File: src/rtl/tssl_pkg.sv
`timescale 1ns / 1ps
`default_nettype none
// ----------------------------------------------------------------------------
// tssl_pkg
// Shared types, constants and the 2^-f table for the three-shape slew limiter.
// ----------------------------------------------------------------------------
package tssl_pkg;

  // Interpolated 2^-f table
  localparam int EXP_TABLE_BITS = 8;
  localparam int TABLE_LEN      = (1 << EXP_TABLE_BITS) + 1;
  localparam int ROM_SHIFT      = 30 - EXP_TABLE_BITS;
  localparam int PROD_W         = 32 + ROM_SHIFT;

  // Fixed-point constants
  localparam logic [30:0] TENTH_Q34 = 31'd1717986918;
  localparam logic [30:0] LOG2E_Q30 = 31'd1549082005;

  // Serial divider: 65-bit dividend, one quotient bit per cycle
  localparam int DIV_LEN = 65;
  localparam int CNT_W   = $clog2(DIV_LEN + 1);

  // Configuration port
  localparam int ADDR_W = 4;
  localparam logic [1:0] REG_TICK_PERIOD    = 2'd0;
  localparam logic [1:0] REG_GATE_PATCHED   = 2'd1;
  localparam logic [1:0] REG_GATE_THRESHOLD = 2'd2;

  localparam logic [31:0] TICK_RESET   = 32'd89478;
  localparam logic [23:0] THRESH_RESET = 24'd104858;

  typedef struct packed {
    logic [31:0]        tick_period;
    logic               gate_patched;
    logic signed [23:0] gate_threshold;
  } cfg_t;

  typedef enum logic [3:0] {
    OP_NONE,
    OP_LOAD,
    OP_ESCALE,
    OP_FOLLOW,
    OP_DIV_INIT,
    OP_DIV_STEP,
    OP_LIN_UPD,
    OP_COEF_MUL,
    OP_COEF_FIN,
    OP_MF_LO,
    OP_MF_HI,
    OP_MF_APPLY
  } dp_op_e;

  typedef struct packed {
    dp_op_e     op;
    logic [1:0] shape;
    logic       stage;
    logic       out_load;
  } cmd_t;

  typedef struct packed {
    logic e_le0;
  } status_t;

  typedef enum logic [3:0] {
    ST_IDLE,
    ST_SCALE,
    ST_CHECK,
    ST_DIV,
    ST_LIN,
    ST_COEF_MUL,
    ST_COEF_FIN,
    ST_MF_LO,
    ST_MF_HI,
    ST_MF_APPLY,
    ST_NEXT,
    ST_DONE
  } ctrl_state_e;

  localparam logic [1:0] SHAPE_LINEAR = 2'd0;
  localparam logic [1:0] SHAPE_EXPO   = 2'd1;
  localparam logic [1:0] SHAPE_SCURVE = 2'd2;

  typedef logic [31:0] rom_t [TABLE_LEN];

  function automatic logic [63:0] isqrt64(input logic [63:0] v);
    logic [63:0] x;
    logic [63:0] r;
    logic [63:0] b;
    x = v;
    r = '0;
    b = 64'd1 << 62;
    while (b > x) b = b >> 2;
    while (b != 0) begin
      if (x >= r + b) begin
        x = x - (r + b);
        r = (r >> 1) + b;
      end else begin
        r = r >> 1;
      end
      b = b >> 2;
    end
    return r;
  endfunction

  function automatic rom_t build_pow2_rom();
    rom_t        rom;
    logic [63:0] root [EXP_TABLE_BITS];
    logic [63:0] v;
    logic [63:0] p;
    v = 64'd1 << 30;
    for (int j = EXP_TABLE_BITS - 1; j >= 0; j--) begin
      v = isqrt64(v << 31);
      root[j] = v;
    end
    for (int k = 0; k < (1 << EXP_TABLE_BITS); k++) begin
      p = 64'd1 << 31;
      for (int j = 0; j < EXP_TABLE_BITS; j++) begin
        if (((k >> j) & 1) == 1) p = (p * root[j] + (64'd1 << 30)) >> 31;
      end
      rom[k] = p[31:0];
    end
    rom[1 << EXP_TABLE_BITS] = 32'd1 << 30;
    return rom;
  endfunction

  localparam rom_t POW2_ROM = build_pow2_rom();

endpackage
`default_nettype wire

File: src/rtl/tssl_regs.sv
`timescale 1ns / 1ps
`default_nettype none
// ----------------------------------------------------------------------------
// tssl_regs
// APB-style configuration registers.
// ----------------------------------------------------------------------------
module tssl_regs (
  input  logic                         clk_i,
  input  logic                         rst_ni,
  input  logic                         psel,
  input  logic                         penable,
  input  logic                         pwrite,
  input  logic [tssl_pkg::ADDR_W-1:0]  paddr,
  input  logic [31:0]                  pwdata,
  output logic [31:0]                  prdata,
  output logic                         pready,
  output tssl_pkg::cfg_t               cfg_o
);

  tssl_pkg::cfg_t cfg_q, cfg_d;
  logic [1:0]     idx;
  logic           wr_en;

  assign idx    = paddr[3:2];
  assign wr_en  = psel && penable && pwrite;
  assign pready = 1'b1;
  assign cfg_o  = cfg_q;

  always_comb begin
    cfg_d = cfg_q;
    if (wr_en) begin
      unique case (idx)
        tssl_pkg::REG_TICK_PERIOD:    cfg_d.tick_period    = pwdata;
        tssl_pkg::REG_GATE_PATCHED:   cfg_d.gate_patched   = pwdata[0];
        tssl_pkg::REG_GATE_THRESHOLD: cfg_d.gate_threshold = pwdata[23:0];
        default: ;
      endcase
    end
  end

  always_comb begin
    unique case (idx)
      tssl_pkg::REG_TICK_PERIOD:    prdata = cfg_q.tick_period;
      tssl_pkg::REG_GATE_PATCHED:   prdata = {31'd0, cfg_q.gate_patched};
      tssl_pkg::REG_GATE_THRESHOLD: prdata = {8'd0, cfg_q.gate_threshold};
      default:                      prdata = '0;
    endcase
  end

  always_ff @(posedge clk_i or negedge rst_ni) begin
    if (!rst_ni) begin
      cfg_q.tick_period    <= tssl_pkg::TICK_RESET;
      cfg_q.gate_patched   <= 1'b0;
      cfg_q.gate_threshold <= tssl_pkg::THRESH_RESET;
    end else begin
      cfg_q <= cfg_d;
    end
  end

endmodule
`default_nettype wire

File: config.mk
export PLATFORM = sky130hd
export DESIGN_NAME = tssl_regs
export DESIGN_NICKNAME = d
export VERILOG_FILES = /design/src/rtl/tssl_pkg.sv /design/src/rtl/tssl_regs.sv
export SDC_FILE = /design/constraint.sdc
export NUM_CORES = 1
export LEC_CHECK = 0
export ABC_AREA = 1
export ABC_CLOCK_PERIOD_IN_PS = 800
export BUFFER_PORTS_ARGS = -buffer_cell sky130_fd_sc_hd__buf_4
export CAP_MARGIN = 20
export CORE_ASPECT_RATIO = 0.9
export CORE_MARGIN = 5
export CORE_UTILIZATION = 46
export CTS_CLUSTER_DIAMETER = 50
export DETAILED_ROUTE_END_ITERATION = 6
export GPL_TIMING_DRIVEN = 0
export PLACE_DENSITY = 0.8
export SYNTH_ARGS = -nofsm -noshare
export SYNTH_HDL_FRONTEND = slang
export SYNTH_SLANG_ARGS = --single-unit
File: constraint.sdc
create_clock -name clk_i -period 0.8 [get_ports clk_i]
set_input_delay 0.04 -clock clk_i [delete_from_list [all_inputs] [get_ports clk_i]]
set_output_delay 0.04 -clock clk_i [all_outputs]
set_load 0.02 [all_outputs]
# Yosys cells after proc, flatten, opt, wreduce, memory -nomap -nowiden
# Index checks and enable logic that the tools add are counted.
dict set report op_classes {
  n_addsub 0
  multipliers 0
  div_mod_pow 0
  order_cmp 0
  n_eq_ne 2
  n_shift 0
  muxes 1
  bitwise 0
  reduce_logical 6
}
# op count
set ops {}
lappend ops {{one-hot mux 32 bit (3 select lines)} 1}
lappend ops {{AND reduction 2 bit} 3}
lappend ops {{== test 2 x 1 -> 1 bit, second input constant} 1}
lappend ops {{== test 2 bit, second input constant} 1}
lappend ops {{logical AND 1 bit} 2}
lappend ops {{zero test 2 bit} 1}
dict set report word_totals {
  reg_bits 57
  latchBits 0
  ram_bits 0
  rom_bits 0
  in_bits 41
  output_inout_bits 90
  wordCells 12
  mem_count 0
}

# Depth between registers and ports, before layout
# Gate-level depths: netlist of the first run.
dict set report logic_depth {
  word_depth 3
  mapped_depth 7
  mapped_depth_nobuf 6
}

# Worst setup path after synthesis of the first run
# No wires, ideal clock.
dict set report synth_timing {
  kind {flip-flop to output port}
  start {register cfg_q (netlist bit cfg_o[49])}
  end {output prdata[24]}
  arrival_time_ns 0.806
  t_required_ns 0.760
  setup_slack_ns -0.046
  stages_incl_launch_ff 3
  n_path_buf 0
  cell_sequence {dfrtp_1 inv_1 nor2_1}
}
dict set report synth_via {
  elab_chain_len 1
}
# element line
set synth_rtl {}
lappend synth_rtl {{start: declaration} tssl_regs.sv:20} ;# tssl_pkg::cfg_t cfg_q, cfg_d;
lappend synth_rtl {{start signal: assignment} tssl_regs.sv:56} ;# cfg_q <= cfg_d;
lappend synth_rtl {{one-hot mux 32 bit (3 select lines)} tssl_regs.sv:42} ;# unique case (idx)
lappend synth_rtl {{end: declaration} tssl_regs.sv:15} ;# output logic [31:0] prdata,
# Every way passes these cells.

# Final worst setup path of the first run
dict set report layout_timing {
  start {register cfg_q (netlist bit cfg_o[11])}
  end {output prdata[11]}
}
# Same word-level chain as after synthesis.

==> metrics.md, run 1 <==
| Metric | Value |
|---|---|
| Die Y | `81.8 um` |
| Rel. slew slack | `0.512` |
| Crit path kind | `reg2out` |
| Vias in the first global route | `3247` |
| Synthesized flop and latch total | `57` |
| Clk buf depth | `2` |
| Die width | `89.7 um` |
| Final setup margin | `-0.483 ns` |
| Clk_skew | `0 ns` |
| Average routed wire per standard cell | `20.3 um` |
| Clock transition at path regs | `0.07 ns` |
| Slowest library cell on the worst path | `dfstp_2` |
| Detailed placement HPWL | `5780 um` |
| H-tree depth | `3` |
| DP Worst Slack | `-0.306 ns` |
| Grt ovf | `0` |
| Detailed-route vias per instance | `5.43` |
| Worst-margin pin slew | `0.733 ns` |
| Routed wire length | `13100 um` |
| Crit end category | `primary output` |
| Final period util | `1.60` |
| Placement Rows | `26` |
| CTS sink cnt | `57` |
| Worst path max stage delay | `0.57 ns` |
| Worst hold margin | `-0.229 ns` |
| Vias | `3505` |
| Max reg flops | `57` |
| # Max-Cap Violations | `0` |
| First-pass GRT wire length | `16000 um` |
| Syn_area_per_cell | `7.54 um2` |
| Startpoint Class | `register` |
| Root Buffer | `clkbuf_8` |
| ANT nets after route | `0` |
| Hold crit path type | `in2async` |
| Port Buffers | `127` |
| Failing checks | `negative hold slack, negative setup slack` |
| Die area | `7330 um2` |
| Leak | `2.79 nW` |
| Final GP Congestion | `0.808` |
| Num CTS Buffers | `9` |
| Post-route minimum period | `1.28 ns` |
| Pin count of the biggest net entering global routing | `58` |
| Post-synthesis instance total | `349` |
| Initial Util | `0.468` |
| CTS tree | `built` |
| DR iter-0 viols | `273` |
| Commonest non-fill, non-tap cell in the layout | `nand2_1` |
| CP Data Required Time | `0.76 ns` |
| Synthesized area | `2630 um2` |
| Final Setup Violations | `107` |
| Final Hold Viols | `39` |
| Run status | `complete, but fails checks` |
| Max-slew violation count | `0` |
| Cell variety after synth | `15` |
| Antenna violations before repair | `1` |
| Skew-Pair Late Insertion Delay | `0.32 ns` |
| Drt drc | `0` |
| RSZ-0062 raised after global routing | `yes` |
| Synth Net Count | `390` |
| Area delta synth->final | `100%` |
| Critical Path AT | `1.24 ns` |
| All-Layer GR Usage | `0.279` |
| Fin nets | `611` |
| Critical path fanouts, max | `3` |
| Most frequent cells in the layout | `nand2_1, buf_6, buf_4` |
| DRT Pass-1 Iters | `5` |
| I/O pin total | `131` |
| Fmax | `779 MHz` |
| Worst vdd ir | `1770 uV` |
| Power density over the cells | `2510 nW/um2` |
| Yosys warnings | `0` |
| CP Cell Sequence | `nand2_1 -> nand2_2 -> buf_6` |
| Sequential share of the synthesized area | `0.551` |
| CTS Hold Bufs | `32` |
| Share of layout cells above drive strength 1 | `0.506` |
| Core Region | `5630 um2` |
-- metrics by stage --
stage	instances	util	setup TNS, ns	cell area [um2]	power (mW)
3_5_place_dp	546	0.661	-17.02	3720	7.53
3_3_place_gp	546	0.661	-14.87	3720	7.43
5_1_grt	646	0.935	-27.42	5260	13.7
6_report	646	0.935	-23.86	5260	13.2
4_1_cts	614	0.848	-20.13	4770	11.9
2_1_floorplan	349	-	-0.0699	2680	5.81
-- cells by family (layout without fill, tap and decap cells) --
| family | after synthesis | after routing | synth area share |
|---|---|---|---|
| simple gates | 264 | 264 | 0.388 |
| flops | 57 | 57 | 0.551 |
| other cells | 1 | 2 | 0.00143 |
| buf+inv | 27 | 253 | 0.0594 |
-- power by group --
| part | internal [mW] | switching, mW |
|---|---|---|
| registers | 3.62 | 0.667 |
| clock network | 2.15 | 1.25 |
| logic | 2.89 | 2.65 |
| total | 8.66 | 4.57 |
-- worst max-delay path: cells and delay by family (launching register included) --
kind                   cells  cell delay (ns)
buffers and inverters      1             0.13
and+or+nand+nor            2             0.21
DFF                        1             0.57
-- repair_timing --
action	in CTS	in global routing
setup buffers	20	33
hold endpoints to repair	96	39
gates resized for setup	91	79
pin swaps	19	33
setup endpoints to repair	89	119
-- path summary, 6_finish.rpt --
kind,endpoint,slack (ns),from,depth (start not counted)
worst max-delay path,prdata[11],-0.48,cfg_o[11]$_DFFE_PN1P_,3
worst min-delay path,cfg_o[49]$_DFFE_PN0P_,-0.23,rst_ni,1
worst max register to register,cfg_o[1]$_DFFE_PN1P_,-0.21,cfg_o[1]$_DFFE_PN1P_,5
worst min register to register,cfg_o[15]$_DFFE_PN1P_,0.49,cfg_o[15]$_DFFE_PN1P_,2
max in group asynchronous,cfg_o[28]$_DFFE_PN0P_,0.55,rst_ni,1
min in group clk_i,cfg_o[24]$_DFFE_PN0P_,0.15,paddr[3],4
-- per-layer routing --
metal  global-route usage  vias to the layer above  wire length [um]
met3               0.0577                       61               959
li1                     -                     1477                 -
met5                    0                        -                 0
met2                0.533                      244              6950
met4                0.144                        0               678
met1                0.293                     1723              4550
-- synth_stat cells --
master,n,share of area
inv_1,9,0.013
nand3_1,3,0.0057
nor2_1,9,0.013
dfstp_2,18,0.18
conb_1,1,0.0014
inv_2,2,0.0029
nand2_2,3,0.0071
buf_2,9,0.017
inv_4,1,0.0024
buf_6,5,0.021
nand2_1,245,0.35
buf_4,1,0.0029
nor2_4,2,0.0086
nor2_2,2,0.0048
dfrtp_1,39,0.37
-- final cells by class --
class                           instances  area [um2]
Inverter                               12        47.5
Clock inverter                          5         103
Clock buffer                           11         141
Buffer                                 15         119
Timing Repair Buffer                  210        2130
Antenna cell                            1        2.50
Sequential cell                        57        1450
Tap cell                               70        87.6
Fill cell                             180         364
Multi-Input combinational cell        265        1190
Power figures use the tool's default switching activity.
==> run 2, diff against run 1 <==
--- a/config.mk
+++ b/config.mk
@@ -14,8 +14,10 @@
 export CORE_UTILIZATION = 46
 export CTS_CLUSTER_DIAMETER = 50
 export DETAILED_ROUTE_END_ITERATION = 6
+export GPL_ROUTABILITY_DRIVEN = 0
 export GPL_TIMING_DRIVEN = 0
 export PLACE_DENSITY = 0.8
+export SKIP_LAST_GASP = 1
 export SYNTH_ARGS = -nofsm -noshare
 export SYNTH_HDL_FRONTEND = slang
 export SYNTH_SLANG_ARGS = --single-unit
==> run 2 against run 1 <==
  * The flow finishes with violations (design-rule violations, negative hold slack, negative setup slack)
  * First-iteration DRC count up 36%
  * Critical path depth unchanged
  * Utilization down 0.82 points
  * Worst setup slack better by 0.039 ns
  * Total power about the same
  * Die area unchanged
  * Non-clock buffer count down 2
  * Register-to-register slack better by 0.08 ns
  * Hold slack worse by 0.0068 ns
  * Sequential cell count unchanged
  * Fmax up 3.1%
  * Largest cell class unchanged
==> metrics.md, run 2 (synthesis gave the netlist of run 1 again) <==
| Metric | Value |
|---|---|
| Run status | `complete, but fails checks` |
| Failing checks | `design-rule violations, negative hold slack, negative setup slack` |
| Final cell utilization of the core | `0.927 (-0.00823)` |
| Clock transition at path regs | `0.08 ns (about the same)` |
| DP Worst Slack | `-0.306 ns (unchanged)` |
| Skew-Pair Late Insertion Delay | `0.33 ns (about the same)` |
| Critical Path AT | `1.20 ns (-0.04 ns)` |
| # Max-Cap Violations | `0 (unchanged)` |
| Vias in the first global route | `3220 (-0.83%)` |
| Initial Util | `0.468 (unchanged)` |
| Sum of negative setup slack | `-24.70 ns (-0.839 ns)` |
| Diode count | `0 (-1)` |
| Antenna violations before repair | `0 (-1)` |
| First-pass GRT wire length | `15900 um (-1.1%)` |
| Fillers | `199 (+11%)` |
| Worst hold margin | `-0.236 ns (-0.00681 ns)` |
| Pin count of the biggest net entering global routing | `58 (unchanged)` |
| Num CTS Buffers | `9 (unchanged)` |
| Commonest non-fill, non-tap cell in the layout | `nand2_1` |
| ANT nets after route | `0 (unchanged)` |
| CTS tree | `built` |
| Fmax | `804 MHz (+3.1%)` |
| Core Region | `5630 um2 (unchanged)` |
| Post-route minimum period | `1.24 ns (-0.0390 ns)` |
| Port Buffers | `127 (unchanged)` |
| Leak | `2.78 nW (-0.42%)` |
| Average routed wire per standard cell | `21.2 um (+4.2%)` |
| Clk buf depth | `2 (unchanged)` |
| H-tree depth | `3 (unchanged)` |
| Critical path fanouts, max | `3 (unchanged)` |
| Drt drc | `4 (+4)` |
| CTS Hold Bufs | `32 (unchanged)` |
| Hold crit path type | `in2async` |
| Routed wire length | `13600 um (+3.8%)` |
| Max-slew violation count | `0 (unchanged)` |
| Clk_skew | `0 ns (unchanged)` |
| Startpoint Class | `register` |
| Vias | `3547 (+1.2%)` |
| Total power | `13.2 mW (about the same)` |
| Worst-margin pin slew | `0.719 ns (-0.0139 ns)` |
| Placement Rows | `26 (unchanged)` |
| All-Layer GR Usage | `0.275 (-0.00413)` |
| Rel. slew slack | `0.521 (+0.00930)` |
| RSZ-0062 raised after global routing | `yes` |
| Crit path kind | `reg2out` |
| DRT Pass-1 Iters | `7 (+2)` |
| CP Data Required Time | `0.76 ns (about the same)` |
| Final Hold Viols | `39 (unchanged)` |
| Max reg flops | `57 (unchanged)` |
| Share of layout cells above drive strength 1 | `0.497 (-0.00870)` |
| Final period util | `1.55 (-0.0488)` |
| Finished Layout Cells | `643 (-0.46%)` |
| Fin nets | `609 (-0.33%)` |
| DR iter-0 viols | `370 (+36%)` |
| Detailed-route vias per instance | `5.52 (+1.7%)` |
| # placed instances | `546 (unchanged)` |
| Die width | `89.7 um (unchanged)` |
| Grt ovf | `0 (unchanged)` |
| Final Setup Violations | `123 (+15%)` |
| Crit end category | `primary output` |
| Worst vdd ir | `1790 uV (+0.98%)` |
| I/O pin total | `131 (unchanged)` |
| Die area | `7330 um2 (unchanged)` |
| Detailed placement HPWL | `5780 um (unchanged)` |
| Die Y | `81.8 um (unchanged)` |
| CTS sink cnt | `57 (unchanged)` |
| Power density over the cells | `2540 nW/um2 (+0.94%)` |
| Area delta synth->final | `98.3%` |
| Most frequent cells in the layout | `nand2_1, buf_6, buf_4` |
| Final setup margin | `-0.444 ns (+0.0390 ns)` |
| Root Buffer | `clkbuf_8` |
[run 2: cell types whose count changed in the layout (fill, tap and decap cells not counted), sizes merged]
cell,change
buf,-2
diode,-1
[run 2: area by class of cell]
class / instances / area [um2] / share of cell area
clock buffers: 11 / 141 / 0.0271
multi-input cells: 265 / 1170 / 0.224
flip-flops and latches: 57 / 1450 / 0.278
plain buffers: 15 / 119 / 0.0228
clock inverters: 5 / 103 / 0.0197
inverters: 12 / 47.5 / 0.00911
well taps: 70 / 87.6 / 0.0168
repair buffers: 208 / 2100 / 0.402
[run 2: critical path, stage by stage (launching register included)]
cell	delay, ns
dfstp_2	0.60
nand2_2	0.07
nand2_2	0.07
buf_6	0.12
[run 2: per-layer routing]
layer | track usage | share of wire | up-vias
met1 | 0.297 | 0.34 | 1738
li1 | - | - | 1470
met3 | 0.0513 | 0.079 | 70
met2 | 0.524 | 0.53 | 269
met5 | 0 | 0 | -
met4 | 0.131 | 0.051 | 0
[run 2: path summary, 6_finish.rpt]
path / end / depth (start not counted) / slack (ns) / start
max: prdata[7] / 3 / -0.44 / cfg_o[32]$_DFFE_PN1P_
min: cfg_o[51]$_DFFE_PN0P_ / 1 / -0.24 / rst_ni
max reg2reg: cfg_o[1]$_DFFE_PN1P_ / 4 / -0.13 / cfg_o[1]$_DFFE_PN1P_
min reg2reg: cfg_o[16]$_DFFE_PN1P_ / 2 / 0.51 / cfg_o[16]$_DFFE_PN1P_
max in group asynchronous: cfg_o[2]$_DFFE_PN0P_ / 1 / 0.56 / rst_ni
min in group clk_i: cfg_o[24]$_DFFE_PN0P_ / 5 / 0.16 / paddr[3]
[run 2: where the power goes]
part | internal, mW | switching [mW] | leakage [nW] | total, mW
Sequential | 3.62 | 0.662 | 0.684 | 4.28
Clock | 2.15 | 1.29 | 0.120 | 3.44
Combinational | 2.83 | 2.68 | 1.97 | 5.51
Total | 8.60 | 4.63 | 2.78 | 13.2
[run 2: metrics by stage]
step	area, um2	hold slack (ns)
finish	5220	-0.236
global route	5220	-0.175
CTS	4760	-0.218
detailed placement	3720	0.138
global placement	3720	0.134
floorplan	2680	-0.256
[run 2: what timing repair did]
item / CTS / global route
setup buffers: 20 / 33
cloned: 0 / 0
endpoints found under the setup margin: 89 / 123
pin swaps: 19 / 30
gates resized for setup: 89 / 73
hold endpoints to repair: 96 / 39
