`config.mk`:
```
export PLATFORM = sky130hd
export DESIGN_NAME = tssl_ctrl
export DESIGN_NICKNAME = d
export VERILOG_FILES = /design/src/rtl/tssl_pkg.sv /design/src/rtl/tssl_ctrl.sv
export SDC_FILE = /design/constraint.sdc
export NUM_CORES = 1
export LEC_CHECK = 0
export BUFFER_PORTS_ARGS = -buffer_cell sky130_fd_sc_hd__buf_4
export CORE_ASPECT_RATIO = 1.4
export CORE_MARGIN = 3
export CORE_UTILIZATION = 46
export CTS_BUF_LIST = sky130_fd_sc_hd__clkbuf_16
export DETAILED_ROUTE_END_ITERATION = 8
export GPL_TIMING_DRIVEN = 0
export PLACE_DENSITY_LB_ADDON = 0.15
export SYNTH_ARGS = -nofsm -noshare
export SYNTH_HDL_FRONTEND = slang
export SYNTH_SLANG_ARGS = --single-unit
```
`constraint.sdc`:
```
create_clock -name clk_i -period 2.9 [get_ports clk_i]
set_input_delay 0.145 -clock clk_i [delete_from_list [all_inputs] [get_ports clk_i]]
set_output_delay 0.145 -clock clk_i [all_outputs]
set_load 0.02 [all_outputs]
```
`src/rtl/tssl_pkg.sv`:
```
`timescale 1ns / 1ps
`default_nettype none
// ----------------------------------------------------------------------------
// tssl_pkg
// Shared types, constants and the 2^-f table for the three-shape slew limiter.
// ----------------------------------------------------------------------------
package tssl_pkg;

  // Interpolated 2^-f table
  localparam int EXP_TABLE_BITS = 8;
  localparam int TABLE_LEN      = (1 << EXP_TABLE_BITS) + 1;
  localparam int ROM_SHIFT      = 30 - EXP_TABLE_BITS;
  localparam int PROD_W         = 32 + ROM_SHIFT;

  // Fixed-point constants
  localparam logic [30:0] TENTH_Q34 = 31'd1717986918;
  localparam logic [30:0] LOG2E_Q30 = 31'd1549082005;

  // Serial divider: 65-bit dividend, one quotient bit per cycle
  localparam int DIV_LEN = 65;
  localparam int CNT_W   = $clog2(DIV_LEN + 1);

  // Configuration port
  localparam int ADDR_W = 4;
  localparam logic [1:0] REG_TICK_PERIOD    = 2'd0;
  localparam logic [1:0] REG_GATE_PATCHED   = 2'd1;
  localparam logic [1:0] REG_GATE_THRESHOLD = 2'd2;

  localparam logic [31:0] TICK_RESET   = 32'd89478;
  localparam logic [23:0] THRESH_RESET = 24'd104858;

  typedef struct packed {
    logic [31:0]        tick_period;
    logic               gate_patched;
    logic signed [23:0] gate_threshold;
  } cfg_t;

  typedef enum logic [3:0] {
    OP_NONE,
    OP_LOAD,
    OP_ESCALE,
    OP_FOLLOW,
    OP_DIV_INIT,
    OP_DIV_STEP,
    OP_LIN_UPD,
    OP_COEF_MUL,
    OP_COEF_FIN,
    OP_MF_LO,
    OP_MF_HI,
    OP_MF_APPLY
  } dp_op_e;

  typedef struct packed {
    dp_op_e     op;
    logic [1:0] shape;
    logic       stage;
    logic       out_load;
  } cmd_t;

  typedef struct packed {
    logic e_le0;
  } status_t;

  typedef enum logic [3:0] {
    ST_IDLE,
    ST_SCALE,
    ST_CHECK,
    ST_DIV,
    ST_LIN,
    ST_COEF_MUL,
    ST_COEF_FIN,
    ST_MF_LO,
    ST_MF_HI,
    ST_MF_APPLY,
    ST_NEXT,
    ST_DONE
  } ctrl_state_e;

  localparam logic [1:0] SHAPE_LINEAR = 2'd0;
  localparam logic [1:0] SHAPE_EXPO   = 2'd1;
  localparam logic [1:0] SHAPE_SCURVE = 2'd2;

  typedef logic [31:0] rom_t [TABLE_LEN];

  function automatic logic [63:0] isqrt64(input logic [63:0] v);
    logic [63:0] x;
    logic [63:0] r;
    logic [63:0] b;
    x = v;
    r = '0;
    b = 64'd1 << 62;
    while (b > x) b = b >> 2;
    while (b != 0) begin
      if (x >= r + b) begin
        x = x - (r + b);
        r = (r >> 1) + b;
      end else begin
        r = r >> 1;
      end
      b = b >> 2;
    end
    return r;
  endfunction

  function automatic rom_t build_pow2_rom();
    rom_t        rom;
    logic [63:0] root [EXP_TABLE_BITS];
    logic [63:0] v;
    logic [63:0] p;
    v = 64'd1 << 30;
    for (int j = EXP_TABLE_BITS - 1; j >= 0; j--) begin
      v = isqrt64(v << 31);
      root[j] = v;
    end
    for (int k = 0; k < (1 << EXP_TABLE_BITS); k++) begin
      p = 64'd1 << 31;
      for (int j = 0; j < EXP_TABLE_BITS; j++) begin
        if (((k >> j) & 1) == 1) p = (p * root[j] + (64'd1 << 30)) >> 31;
      end
      rom[k] = p[31:0];
    end
    rom[1 << EXP_TABLE_BITS] = 32'd1 << 30;
    return rom;
  endfunction

  localparam rom_t POW2_ROM = build_pow2_rom();

endpackage
`default_nettype wire

```
`src/rtl/tssl_ctrl.sv`:
```
`timescale 1ns / 1ps
`default_nettype none
// ----------------------------------------------------------------------------
// tssl_ctrl
// Sequencer: walks the three shapes, runs the divider, drives the datapath.
// ----------------------------------------------------------------------------
module tssl_ctrl (
  input  logic              clk_i,
  input  logic              rst_ni,
  input  logic              in_valid_i,
  output logic              in_ready_o,
  output logic              out_valid_o,
  input  logic              out_ready_i,
  input  tssl_pkg::status_t status_i,
  output tssl_pkg::cmd_t    cmd_o
);

  tssl_pkg::ctrl_state_e          state_q, state_d;
  logic [1:0]                     shape_q, shape_d;
  logic                           stage_q, stage_d;
  logic [tssl_pkg::CNT_W-1:0]     cnt_q, cnt_d;
  logic                           out_valid_q, out_valid_d;
  logic                           out_free;

  assign out_free    = !out_valid_q || out_ready_i;
  assign out_valid_o = out_valid_q;

  // Next state
  always_comb begin
    state_d = state_q;
    shape_d = shape_q;
    stage_d = stage_q;
    cnt_d   = cnt_q;
    unique case (state_q)
      tssl_pkg::ST_IDLE: begin
        if (in_valid_i) begin
          state_d = tssl_pkg::ST_SCALE;
          shape_d = tssl_pkg::SHAPE_LINEAR;
          stage_d = 1'b0;
        end
      end
      tssl_pkg::ST_SCALE: state_d = tssl_pkg::ST_CHECK;
      tssl_pkg::ST_CHECK: begin
        cnt_d = '0;
        if (status_i.e_le0) state_d = tssl_pkg::ST_NEXT;
        else state_d = tssl_pkg::ST_DIV;
      end
      tssl_pkg::ST_DIV: begin
        cnt_d = cnt_q + 1'b1;
        if (cnt_q == tssl_pkg::CNT_W'(tssl_pkg::DIV_LEN - 1)) begin
          if (shape_q == tssl_pkg::SHAPE_LINEAR) state_d = tssl_pkg::ST_LIN;
          else state_d = tssl_pkg::ST_COEF_MUL;
        end
      end
      tssl_pkg::ST_LIN:      state_d = tssl_pkg::ST_NEXT;
      tssl_pkg::ST_COEF_MUL: state_d = tssl_pkg::ST_COEF_FIN;
      tssl_pkg::ST_COEF_FIN: begin
        state_d = tssl_pkg::ST_MF_LO;
        stage_d = 1'b0;
      end
      tssl_pkg::ST_MF_LO:    state_d = tssl_pkg::ST_MF_HI;
      tssl_pkg::ST_MF_HI:    state_d = tssl_pkg::ST_MF_APPLY;
      tssl_pkg::ST_MF_APPLY: begin
        if (shape_q == tssl_pkg::SHAPE_SCURVE && !stage_q) begin
          stage_d = 1'b1;
          state_d = tssl_pkg::ST_MF_LO;
        end else begin
          state_d = tssl_pkg::ST_NEXT;
        end
      end
      tssl_pkg::ST_NEXT: begin
        stage_d = 1'b0;
        if (shape_q == tssl_pkg::SHAPE_SCURVE) begin
          state_d = tssl_pkg::ST_DONE;
        end else begin
          shape_d = shape_q + 1'b1;
          state_d = tssl_pkg::ST_SCALE;
        end
      end
      tssl_pkg::ST_DONE: begin
        if (out_free) state_d = tssl_pkg::ST_IDLE;
      end
      default: state_d = tssl_pkg::ST_IDLE;
    endcase
  end

  // Outputs
  always_comb begin
    cmd_o.op       = tssl_pkg::OP_NONE;
    cmd_o.shape    = shape_q;
    cmd_o.stage    = stage_q;
    cmd_o.out_load = 1'b0;
    in_ready_o     = 1'b0;
    unique case (state_q)
      tssl_pkg::ST_IDLE: begin
        in_ready_o = 1'b1;
        if (in_valid_i) cmd_o.op = tssl_pkg::OP_LOAD;
      end
      tssl_pkg::ST_SCALE: cmd_o.op = tssl_pkg::OP_ESCALE;
      tssl_pkg::ST_CHECK: begin
        if (status_i.e_le0) cmd_o.op = tssl_pkg::OP_FOLLOW;
        else cmd_o.op = tssl_pkg::OP_DIV_INIT;
      end
      tssl_pkg::ST_DIV:      cmd_o.op = tssl_pkg::OP_DIV_STEP;
      tssl_pkg::ST_LIN:      cmd_o.op = tssl_pkg::OP_LIN_UPD;
      tssl_pkg::ST_COEF_MUL: cmd_o.op = tssl_pkg::OP_COEF_MUL;
      tssl_pkg::ST_COEF_FIN: cmd_o.op = tssl_pkg::OP_COEF_FIN;
      tssl_pkg::ST_MF_LO:    cmd_o.op = tssl_pkg::OP_MF_LO;
      tssl_pkg::ST_MF_HI:    cmd_o.op = tssl_pkg::OP_MF_HI;
      tssl_pkg::ST_MF_APPLY: cmd_o.op = tssl_pkg::OP_MF_APPLY;
      tssl_pkg::ST_NEXT:     cmd_o.op = tssl_pkg::OP_NONE;
      tssl_pkg::ST_DONE:     cmd_o.out_load = out_free;
      default: ;
    endcase
  end

  always_comb begin
    out_valid_d = out_valid_q;
    if (state_q == tssl_pkg::ST_DONE && out_free) out_valid_d = 1'b1;
    else if (out_ready_i) out_valid_d = 1'b0;
  end

  always_ff @(posedge clk_i or negedge rst_ni) begin
    if (!rst_ni) begin
      state_q     <= tssl_pkg::ST_IDLE;
      shape_q     <= tssl_pkg::SHAPE_LINEAR;
      stage_q     <= 1'b0;
      cnt_q       <= '0;
      out_valid_q <= 1'b0;
    end else begin
      state_q     <= state_d;
      shape_q     <= shape_d;
      stage_q     <= stage_d;
      cnt_q       <= cnt_d;
      out_valid_q <= out_valid_d;
    end
  end

endmodule
`default_nettype wire

```
# ---- After elaboration in Yosys (flattened, before gate mapping)
# Index checks and enable logic that the tools add are counted.
dict set report word_totals {
  romBits 0
  mem_bits_rw 0
  memories 0
  regBits 15
  output_inout_bits 10
  latch_bits 0
}
dict set report op_classes {
  order_cmp 0
  n_eq_ne 18
  n_shift 0
  add_sub_neg 2
  n_reduce_logical 15
  mul 0
  div_mod_pow 0
  mux 22
  bitwise 0
}
# op n
set op_table {}
lappend op_table {{one-hot mux 4 bit (12 select lines)} 1}
lappend op_table {{one-hot mux 4 bit (10 select lines)} 1}
lappend op_table {{two-way mux 4 bit} 6}
lappend op_table {{== test 4 x 3 -> 1 bit, second input constant} 4}
lappend op_table {{== test 4 bit, second input constant} 4}
lappend op_table {{one-hot mux 7 bit (2 select lines)} 1}
lappend op_table {{!= test 2 bit, second input constant} 5}
lappend op_table {{AND reduction 3 bit} 3}
lappend op_table {{== test 4 x 2 -> 1 bit, second input constant} 2}
lappend op_table {{two-way mux 1 bit} 8}
lappend op_table {{adder 7 x 1 -> 7 bit, second input constant} 1}
lappend op_table {{== test 7 bit, second input constant} 1}
lappend op_table {{nonzero test 2 bit} 3}
lappend op_table {{== test 4 x 1 -> 1 bit, second input constant} 1}
lappend op_table {{zero test 4 bit} 1}
lappend op_table {{two-way mux 2 bit} 2}
lappend op_table {{one-hot mux 2 bit (2 select lines)} 1}
lappend op_table {{two-way mux 3 bit} 1}
lappend op_table {{one-hot mux 1 bit (3 select lines)} 1}
lappend op_table {{nonzero test 3 bit} 1}
lappend op_table {{adder 2 x 1 -> 2 bit, second input constant} 1}
lappend op_table {{== test 2 bit, second input constant} 1}
lappend op_table {{logical AND 1 bit} 2}
lappend op_table {{zero test 1 bit} 2}
lappend op_table {{3 further kinds} 3}

# ---- Longest topological paths before layout
# Gate-level depths: netlist of run 1.
dict set report logic_depth {
  word_depth 4
  ltp_mapped 6
  depth_no_buf 6
}

# ---- Worst setup path after synthesis of run 1
# OpenSTA, ideal clock, no wires.
dict set report synth_timing {
  kind {register -> output}
  from {register state_q[1]}
  to {output in_ready_o}
  t_arrival_ns 1.452
  n_path_buf 2
  required_time_ns 2.755
  path_stages_with_launch 4
  path_slack_ns 1.303
  cell_sequence {dfrtp_1 -> buf_2 -> buf_2 -> nor4_1}
}
dict set report synth_between {
  elab_chain_cells 2
}
# item line_no
set synth_rtl {}
lappend synth_rtl {{from (decl)} tssl_ctrl.sv:18} ;# tssl_pkg::ctrl_state_e state_q, state_d;
lappend synth_rtl {{from (signal assigned)} tssl_ctrl.sv:125} ;# state_q <= tssl_pkg::ST_IDLE;
lappend synth_rtl {{from (signal assigned)} tssl_ctrl.sv:131} ;# state_q <= state_d;
lappend synth_rtl {{zero test 4 bit} tssl_ctrl.sv:94} ;# unique case (state_q)
lappend synth_rtl {{two-way mux 1 bit} tssl_ctrl.sv:94}
lappend synth_rtl {{to (decl)} tssl_ctrl.sv:11} ;# output logic in_ready_o,
# No other way between the ends.

==> metrics.txt, run 1 <==
most common cell after layout, fill and taps aside nand2_1; Die Wd 47.5 um; Root Buffer clkbuf_16; Resized Gates After CTS 0; PwrDens 1140 nW/um^2; Critical Path RT 2.76 ns; EDFF count, synth 0; DP Worst Slack 1.35 ns; final cell utilization of the core 59.7%; Yosys warnings 0; Mean Syn Cell Area 8.27 sq um; Top FF cell, synth dfrtp_1; CP Capture Type primary output; n_diodes 0; I/O Buffers 14; H-Tree Depth 1; Post-Route WL 2600 um; Met2 Wirelength 1340 um; Initial Util 49.8%; layout cells sized above 1 21.6%; vias in the first global route 944; static leakage 0.626 nW; clock sinks 15; Skew-Pair Late Insertion Delay 0.25 ns; Critical Path Fanout Max 10; M1 wire length 1110 um; antenna violations before repair 0; io pins 15; Final setup viols 0; crit path DAT 1.67 ns; Tcrit/Tclk final 62.7%; unrepaired setup endpoints after global routing no; GP Congestion 0.862; total gr overflow 0; CTS tree yes; Worst-path clk slew 0.05 ns; kind of critical path flip-flop to primary output; min setup slack post-route 1.08 ns; Top Layer Used met4; fin. max-slew vios 0; Post-DRT Antenna Nets 0; chip height 64.1 um; first-pass GRT wire length 4270 um; WHS 0.228 ns; syn_nets 143; Die ar. 3040 sq um; setup TNS 0 ns; 1st-iter DRT viols 21; CTS buffer count 3; max cap viols 0; most frequent cells in the layout nand2_1 (18), buf_4 (17), dfrtp_1 (15); Worst Hold Class input pin to flip-flop; DP Wirelength 1900 um; Core Area 2230 sq um; pin count of the biggest net entering global routing 16; DRC viols 0; Vias 1,036; highest clock rate 550 MHz; Post-layout nets 163; Final Hold Fails 0; DR vias/cell 5.92; R2R cell count 6; Seq/Total Area, Yosys 33.9%; Max VDD drop 0.546 mV; skew final 0.00175 ns; mapped cell area 1110 sq um; DRT Pass-1 Iters 4; Cells after Synth 134; overall power 1.52 mW; Max-slew headroom 77.3%; clock tree buffer depth 2; status completed; WL per Instance 14.9 um; GRT Overall Usage 19.5%; register bit total from synthesis 15; Rows 20; Critical Path Source Type flip-flop; fin crit period 1.82 ns; Synth cell types 41; synthesis-to-finish area growth 20.0%; Synth async-reset ratio 100%; hold path cells 3; WL met3 94 um; Tightest Pin Transition 0.340 ns
[per-layer routing]
metal	global-route usage, %	vias up
met5	0	-
met2	30.4	22
met3	2.82	5
li1	-	509
met4	10.4	0
met1	24.6	500
[area by class of cell]
cell class,count,area [sq um]
Sequential cell,15,375
Inverter,6,22.5
Tap cell,22,27.5
Fill cell,215,897
Buffer,11,68.8
Clock buffer,3,75.1
Multi-Input combinational cell,102,642
Timing Repair Buffer,15,115
Clock inverter,1,3.75
[Yosys cell counts, types with 2 or more instances]
cell type  number  area share (%)
a21o_1          2             1.4
a21oi_1         5             2.3
a22oi_1         3             2.0
a31oi_1         3             1.7
a41oi_1         2             1.6
and3_1          2             1.1
buf_2           7             3.2
buf_4           3             2.0
dfrtp_1        15              34
ha_1            4             4.5
inv_1           6             2.0
mux2i_1         2             1.8
nand2_1        18             6.1
nand2b_1        2             1.1
nand3_1         5             2.3
nand3b_1        2             1.4
nor2_1          6             2.0
nor2b_1         6             3.4
nor3_1          3             1.4
nor4_1          2             1.1
o21ai_0        14             6.3
o21ai_1         2            0.90
xor2_1          2             1.6
[critical path: stages (launching register included)]
cell	delay [ns]
dfrtp_1	0.40
buf_2	0.24
nor2b_1	0.34
a22oi_1	0.11
o21ai_0	0.17
buf_4	0.17
[where the power goes]
part           switching, mW  internal, mW  leakage (nW)
logic                  0.533         0.387         0.384
clock network         0.0861         0.183        0.0423
registers             0.0567         0.270         0.200
[flip-flops by register name (all words and copies together) (netlist names)]
signal and flops:
cnt_q 7, stage_q 1, state_q 4, out_valid_o 1, shape_q 2
[final timing paths]
check	startpoint	slack, ns	end
max in group asynchronous	rst_ni	2.44	cnt_q[2]
max reg2reg	shape_q[0]	1.35	shape_q[0]
min	out_ready_i	0.23	out_valid_o
min reg2reg	cnt_q[4]	0.52	cnt_q[4]
min in group asynchronous	rst_ni	0.29	state_q[1]
max	state_q[1]	1.08	cmd_o[5]
[cells by family (layout without fill, tap and decap cells)]
family	after synthesis	in the layout	synth area share (%)
AO/OA/AOI/OAI	38	38	21.6
XOR/XNOR	3	3	2.37
adder cells (fa/ha/maj)	4	4	4.51
buffers and inverters	17	36	8.24
flip-flops	15	15	33.9
multiplexers	3	3	2.82
AND/OR/NAND/NOR	54	54	26.6
[metrics by stage]
stage / cell area [sq um] / instances
6_report: 1330 / 175
5_1_grt: 1330 / 175
3_3_place_gp: 1240 / 170
3_5_place_dp: 1240 / 170
2_1_floorplan: 1110 / 134
4_1_cts: 1330 / 175
[what timing repair did]
item	in CTS	in global routing
hold endpoints to repair	15	0
setup endpoints to repair	0	0
buffers inserted	0	0
hold buffers	1	0
Note: power is estimated with default switching activity, not from simulation.
==> run 2, diff against run 1 <==
- ABC_AREA: default -> 1
- clock period: 2.9 -> 1.65 ns (I/O delays scaled with it)
==> metrics.txt, run 2 <==
crit-path leading delay family flip-flops (was buffers and inverters); EDFF count, synth 0 (unchanged); Critical Path Source Type flip-flop (unchanged); Post-layout nets 190 (was 163); kind of critical path flip-flop to primary output (unchanged); register bit total from synthesis 15 (unchanged); Max VDD drop 0.994 mV (was 0.546 mV); Synth area leaders dfrtp_1 (35%), nand2_1 (15%), inv_1 (8.1%) (was dfrtp_1 (34%), o21ai_0 (6.3%), nand2_1 (6.1%)); Core Area 2200 sq um (was 2230 sq um); Root Buffer clkbuf_16 (unchanged); RR Startpoint state_q[3] (was shape_q[0]); Power Internal 1.28 mW (was 0.840 mW); Worst Setup SP state_q[1] (unchanged); Finished Cell Area 1330 sq um (about the same); max cap viols 0 (unchanged); Seq/Total Area, Yosys 35.2% (was 33.9%); most common cell after layout, fill and taps aside nand2_1 (unchanged); pin count of the biggest net entering global routing 16 (unchanged); Synth cell types 20 (was 41); Synth async-reset ratio 100% (unchanged); Post-Route WL 2480 um (was 2600 um); PwrDens 1770 nW/um^2 (was 1140 nW/um^2); Cells after Synth 157 (was 134); switching pwr 1.06 mW (was 0.676 mW); 1st-iter DRT viols 26 (was 21); synthesis-to-finish area growth 24.1% (was 20.0%); worst path bufs/invs 3 (was 2); Die ar. 2940 sq um (was 3040 sq um); n_diodes 0 (unchanged); clock tree buffer depth 2 (unchanged); DRC viols 0 (unchanged); vias in the first global route 976 (was 944); Layout Cells excl Fill 202 (was 175); chip height 63.0 um (was 64.1 um); DRT Pass-1 Iters 4 (unchanged); WL per Instance 12.3 um (was 14.9 um); Critical Path Fanout Max 7 (was 10); clock sinks 15 (unchanged); CTS tree yes (unchanged); worst hold start out_ready_i (unchanged); status completed (unchanged); io pins 15 (unchanged); syn_nets 166 (was 143); Skew-Pair Late Insertion Delay 0.25 ns (about the same); Post-DRT Antenna Nets 0 (unchanged); R2R cell count 9 (was 6); Fillers 205 (was 215); most frequent cells in the layout nand2_1 (44), inv_1 (23), buf_4 (20) (was nand2_1 (18), buf_4 (17), dfrtp_1 (15)); Die Wd 46.7 um (was 47.5 um); crit path DAT 1.50 ns (was 1.67 ns); static leakage 0.718 nW (was 0.626 nW); top-area cell type share of the netlist area 35.2% (was 33.9%); synth cell count leaders nand2_1 (44), inv_1 (23), nor2_1 (17), dfrtp_1 (15), nand3_1 (12) (was nand2_1 (18), dfrtp_1 (15), o21ai_0 (14), buf_2 (7)); Vias 1,041 (was 1,036); H-Tree Depth 1 (unchanged); GRT Overall Usage 18.5% (was 19.5%); Combinational Power Share 55.2% (was 60.7%); Slowest-stage cell, CP dfrtp_2 (was dfrtp_1); Rows 20 (unchanged); antenna violations before repair 0 (unchanged); Mean Syn Cell Area 6.80 sq um (was 8.27 sq um); I/O Buffers 14 (unchanged); Post-Place Cell Area 1200 sq um (was 1240 sq um); worst path cell trace inv_1, nor2_2, nand3_1, o21ai_0, o21ai_0, inv_1, buf_4 (was buf_2, nor2b_1, a22oi_1, o21ai_0, buf_4); CP peak stage delay 0.45 ns (was 0.40 ns); Largest register FFs 7 (unchanged); total gr overflow 0 (unchanged); skew final 0.00117 ns (was 0.00175 ns); Yosys warnings 0 (unchanged); Sw Share 45.5% (was 44.6%); fin crit period 1.58 ns; Final Hold Fails 0 (unchanged); cell taking the most area after synthesis dfrtp_1 (unchanged); Worst Hold Class input pin to flip-flop (unchanged); layout cells sized above 1 25.6% (was 21.6%); CP Capture Type primary output (unchanged); Worst-path clk slew 0.05 ns (about the same); GP Congestion 0.919 (was 0.862); Top reg by flops cnt_q (unchanged); Tightest Pin Transition 0.265 ns (was 0.340 ns); fin. max-slew vios 0 (unchanged); DR vias/cell 5.15 (was 5.92); Max-slew headroom 82.3% (was 77.3%); Critical Path RT 1.57 ns (was 2.76 ns); mapped cell area 1070 sq um (was 1110 sq um); DP Wirelength 1940 um (was 1900 um); hold path cells 2 (was 3); most frequent cell after synthesis nand2_1 (unchanged); Flop pwr share 24.4% (was 21.6%); Reg-to-Reg End state_q[0] (was shape_q[0]); power share of the clock group 20.4% (was 17.7%); cell count after placement 193 (was 170); Tcrit/Tclk final 95.7%; CTS buffer count 3 (unchanged); Largest regs cnt_q (7), state_q (4), shape_q (2) (unchanged); Final setup viols 0 (unchanged); hold path endpoint out_valid_o (unchanged); Top FF cell, synth dfrtp_1 (unchanged); r2r setup slk 0.21 ns (was 1.35 ns); highest clock rate 633 MHz; first-pass GRT wire length 4060 um (was 4270 um); Initial Util 48.5% (was 49.8%)
-- run 2: changes by cell type after synthesis, moves of 6 or more --
cell	delta
inv_2	+6
nor2b_1	-6
nand3_1	+7
buf_2	-7
nor2_1	+11
inv_1	+17
nand2_1	+26
-- run 2: metal layers --
metal | global-route usage [%] | vias up | share of wire, %
met4 | 7.96 | 0 | 3.3
met5 | 0 | - | 0
li1 | - | 536 | -
met3 | 2.88 | 9 | 3.6
met1 | 19.7 | 471 | 38
met2 | 33.4 | 25 | 55
-- run 2: cell families (layout without fill, tap and decap cells) --
logic type / count (synthesis) / count (layout) / share of synthesized area, %
AO/OA/AOI/OAI: 19 / 19 / 10.2
flip-flops: 15 / 15 / 35.2
AND/OR/NAND/NOR: 88 / 88 / 38.3
adder cells (fa/ha/maj): 4 / 4 / 4.69
buffers and inverters: 31 / 54 / 11.6
-- run 2: what timing repair did --
action	CTS	global route
gates resized for setup	0	3
buffers inserted	0	4
endpoints found under the hold margin	15	0
setup endpoints to repair	0	3
hold buffers	1	0
-- run 2: through the flow --
step	hold WS, ns	util, %	power [mW]	worst slack [ns]	setup TNS, ns
floorplan	-0.213	-	1.42	0.334	0
global placement	-0.0483	54.5	1.77	0.292	0
detailed placement	-0.0477	54.5	1.79	0.266	0
CTS	0.0421	58.6	2.28	0.0462	0
global route	0.0757	60.2	2.52	-0.00535	-0.00535
finish	0.0393	60.2	2.34	0.0710	0
-- run 2: power groups by stage --
stage | Clock [mW] | Sequential (mW) | Combinational [mW]
2_1_floorplan | 0 | 0.567 | 0.857
3_3_place_gp | 0 | 0.567 | 1.20
3_5_place_dp | 0 | 0.568 | 1.22
4_1_cts | 0.486 | 0.562 | 1.23
5_1_grt | 0.504 | 0.583 | 1.43
6_report | 0.477 | 0.571 | 1.29
-- run 2: worst max path at each step --
stage / end / slack (ns) / depth (start not counted)
2_1_floorplan: state_q[3] / 0.33 / 8
3_3_place_gp: state_q[0] / 0.29 / 8
3_5_place_dp: state_q[0] / 0.27 / 8
4_1_cts: cmd_o[6] / 0.05 / 6
5_1_grt: cmd_o[4] / -0.005 / 6
6_report: cmd_o[4] / 0.07 / 7
-- run 2: worst reg2reg max path, stage by stage, from the launching register on --
cell,delay (ns)
dfrtp_2,0.45
nor2_4,0.23
inv_2,0.09
nor2_4,0.14
buf_4,0.15
nand2_1,0.06
nand2_2,0.07
nor2_2,0.04
nand2_1,0.05
nand2_1,0.04
-- run 2: layout make-up --
cell class | instances | area, sq um | share of cell area, %
multi-input cells | 111 | 571 | 43.1
repair buffers | 19 | 145 | 11.0
clock inverters | 1 | 5.00 | 0.378
plain buffers | 2 | 15.0 | 1.13
clock buffers | 3 | 75.1 | 5.67
flip-flops and latches | 15 | 378 | 28.5
inverters | 29 | 109 | 8.22
well taps | 22 | 27.5 | 2.08
==> run 3, diff against run 2 <==
- CTS_BUF_LIST: sky130_fd_sc_hd__clkbuf_16 -> default
- clock period: 1.65 -> 1.5 ns (I/O delays scaled with it)
==> metrics.txt, run 3 (synthesis gave the netlist of run 2 again) <==
vias in the first global route 1,123 (was 976); Combinational Power Share 68.2% (was 55.2%); Post-DRT Antenna Nets 0 (unchanged); Core Area 2200 sq um (unchanged); Critical Path Source Type flip-flop (unchanged); Max-slew headroom 82.1% (was 82.3%); Rows 20 (unchanged); r2r setup slk 0.05 ns (was 0.21 ns); status complete, but fails checks (was completed); Sw Share 49.4% (was 45.5%); DP Wirelength 1940 um (unchanged); fin crit period 1.60 ns; DRT Pass-1 Iters 4 (unchanged); n_diodes 0 (unchanged); kind of critical path flip-flop to primary output (unchanged); Max VDD drop 1.43 mV (was 0.994 mV); chip height 63.0 um (unchanged); setup TNS -0.310 ns (was 0 ns); DR vias/cell 5.21 (was 5.15); Die ar. 2940 sq um (unchanged); Root Buffer clkbuf_4 (was clkbuf_16); Flop pwr share 22.7% (was 24.4%); crit path DAT 1.53 ns (was 1.50 ns); GRT Overall Usage 21.8% (was 18.5%); WHS 0.149 ns (was 0.0393 ns); Largest regs cnt_q (7), state_q (4), shape_q (2) (unchanged); Power Internal 1.41 mW (was 1.28 mW); total gr overflow 0 (unchanged); Worst-path clk slew 0.11 ns (was 0.05 ns); max cap viols 0 (unchanged); Critical Path Fanout Max 6 (was 7); Post-Route WL 3000 um (was 2480 um); CP Capture Type primary output (unchanged); CTS buffer count 3 (unchanged); highest clock rate 625 MHz; CTS tree yes (unchanged); switching pwr 1.38 mW (was 1.06 mW); antenna violations before repair 0 (unchanged); most common cell after layout, fill and taps aside nand2_1 (unchanged); Skew-Pair Late Insertion Delay 0.30 ns (was 0.25 ns); Top reg by flops cnt_q (unchanged); static leakage 0.770 nW (was 0.718 nW); Layout Cells excl Fill 213 (was 202); violated checks negative setup slack; Initial Util 48.5% (unchanged); register area 380 sq um (was 378 sq um); Multi-input gate area 644 sq um (was 571 sq um); Tcrit/Tclk final 107%; layout cells sized above 1 36.1% (was 25.6%); Critical Path RT 1.42 ns (was 1.57 ns); PwrDens 1920 nW/um^2 (was 1770 nW/um^2); Worst Hold Class input pin to asynchronous set/reset pin (was input pin to flip-flop); DRC viols 0 (unchanged); I/O Buffers 14 (unchanged); Post-layout nets 201 (was 190); Final Hold Fails 0 (unchanged); Vias 1,110 (was 1,041); first-pass GRT wire length 4800 um (was 4060 um); H-Tree Depth 1 (unchanged); WL per Instance 14.1 um (was 12.3 um); Fillers 186 (was 205); skew final 0.00948 ns (was 0.00117 ns); unrepaired setup endpoints after global routing yes; final cell utilization of the core 66.1% (was 60.2%); GP Congestion 0.919 (unchanged); most frequent cells in the layout nand2_1 (40), buf_4 (25), inv_1 (22) (was nand2_1 (44), inv_1 (23), buf_4 (20)); Final setup viols 5 (was 0); io pins 15 (unchanged); pin count of the biggest net entering global routing 16 (unchanged); Tightest Pin Transition 0.266 ns (was 0.265 ns); Die Wd 46.7 um (unchanged); fin. max-slew vios 0 (unchanged); clock sinks 15 (unchanged); synthesis-to-finish area growth 36.3% (was 24.1%); cell count after placement 193 (unchanged); power share of the clock group 9.1% (was 20.4%); 1st-iter DRT viols 38 (was 26); clock tree buffer depth 2 (unchanged); min setup slack post-route -0.100 ns (was 0.0710 ns); Largest register FFs 7 (unchanged)
-- run 3: worst paths after layout --
path,start,endpoint,cells past startpoint
worst min-delay path,rst_ni,cnt_q[5],2
worst min register to register,stage_q,stage_q,2
worst max register to register,state_q[2],state_q[0],9
max in group asynchronous,rst_ni,state_q[1],2
min in group clk_i,status_i,state_q[3],4
worst max-delay path,state_q[2],cmd_o[4],6
-- run 3: power groups by stage --
| stage | registers, mW | logic (mW) | clock network (mW) |
|---|---|---|---|
| finish | 0.635 | 1.91 | 0.255 |
| global route | 0.647 | 2.07 | 0.274 |
| CTS | 0.607 | 1.68 | 0.251 |
| detailed placement | 0.625 | 1.34 | 0 |
| global placement | 0.624 | 1.32 | 0 |
| floorplan | 0.624 | 0.943 | 0 |
-- run 3: area by class of cell --
type	count	share of cell area, %
sequential	15	26.1
clock buffer	3	1.55
inverter	29	7.65
clock inverter	1	0.344
timing repair buffer	30	17.1
buffer	2	1.03
multi-input combinational	111	44.3
tap	22	1.89
-- run 3: critical path, stage by stage, from the launching register on --
cell,delay (ns)
dfrtp_2,0.47
nor2_4,0.25
buf_6,0.13
o21ai_1,0.06
o21ai_1,0.12
inv_1,0.06
buf_6,0.12
-- run 3: through the flow --
| step | setup WS [ns] | cell area (sq um) | power, mW |
|---|---|---|---|
| floorplan | 0.184 | 1070 | 1.57 |
| global placement | 0.142 | 1200 | 1.94 |
| detailed placement | 0.116 | 1200 | 1.96 |
| CTS | -0.0349 | 1380 | 2.54 |
| global route | -0.156 | 1460 | 3.00 |
| finish | -0.100 | 1460 | 2.80 |
-- run 3: metal layers --
metal,routed length (um),global-route usage [%],vias up
li1,-,-,558
met1,1100,24.2,509
met2,1660,36.9,33
met3,128,3.75,10
met4,108,12.1,0
met5,0,0,-
-- run 3: timing repair --
| item | CTS | global route |
|---|---|---|
| pin swaps | 6 | 3 |
| gates resized for setup | 18 | 14 |
| hold buffers | 2 | 0 |
| endpoints found under the setup margin | 4 | 12 |
| hold endpoints to repair | 16 | 0 |
| buffers inserted | 11 | 3 |
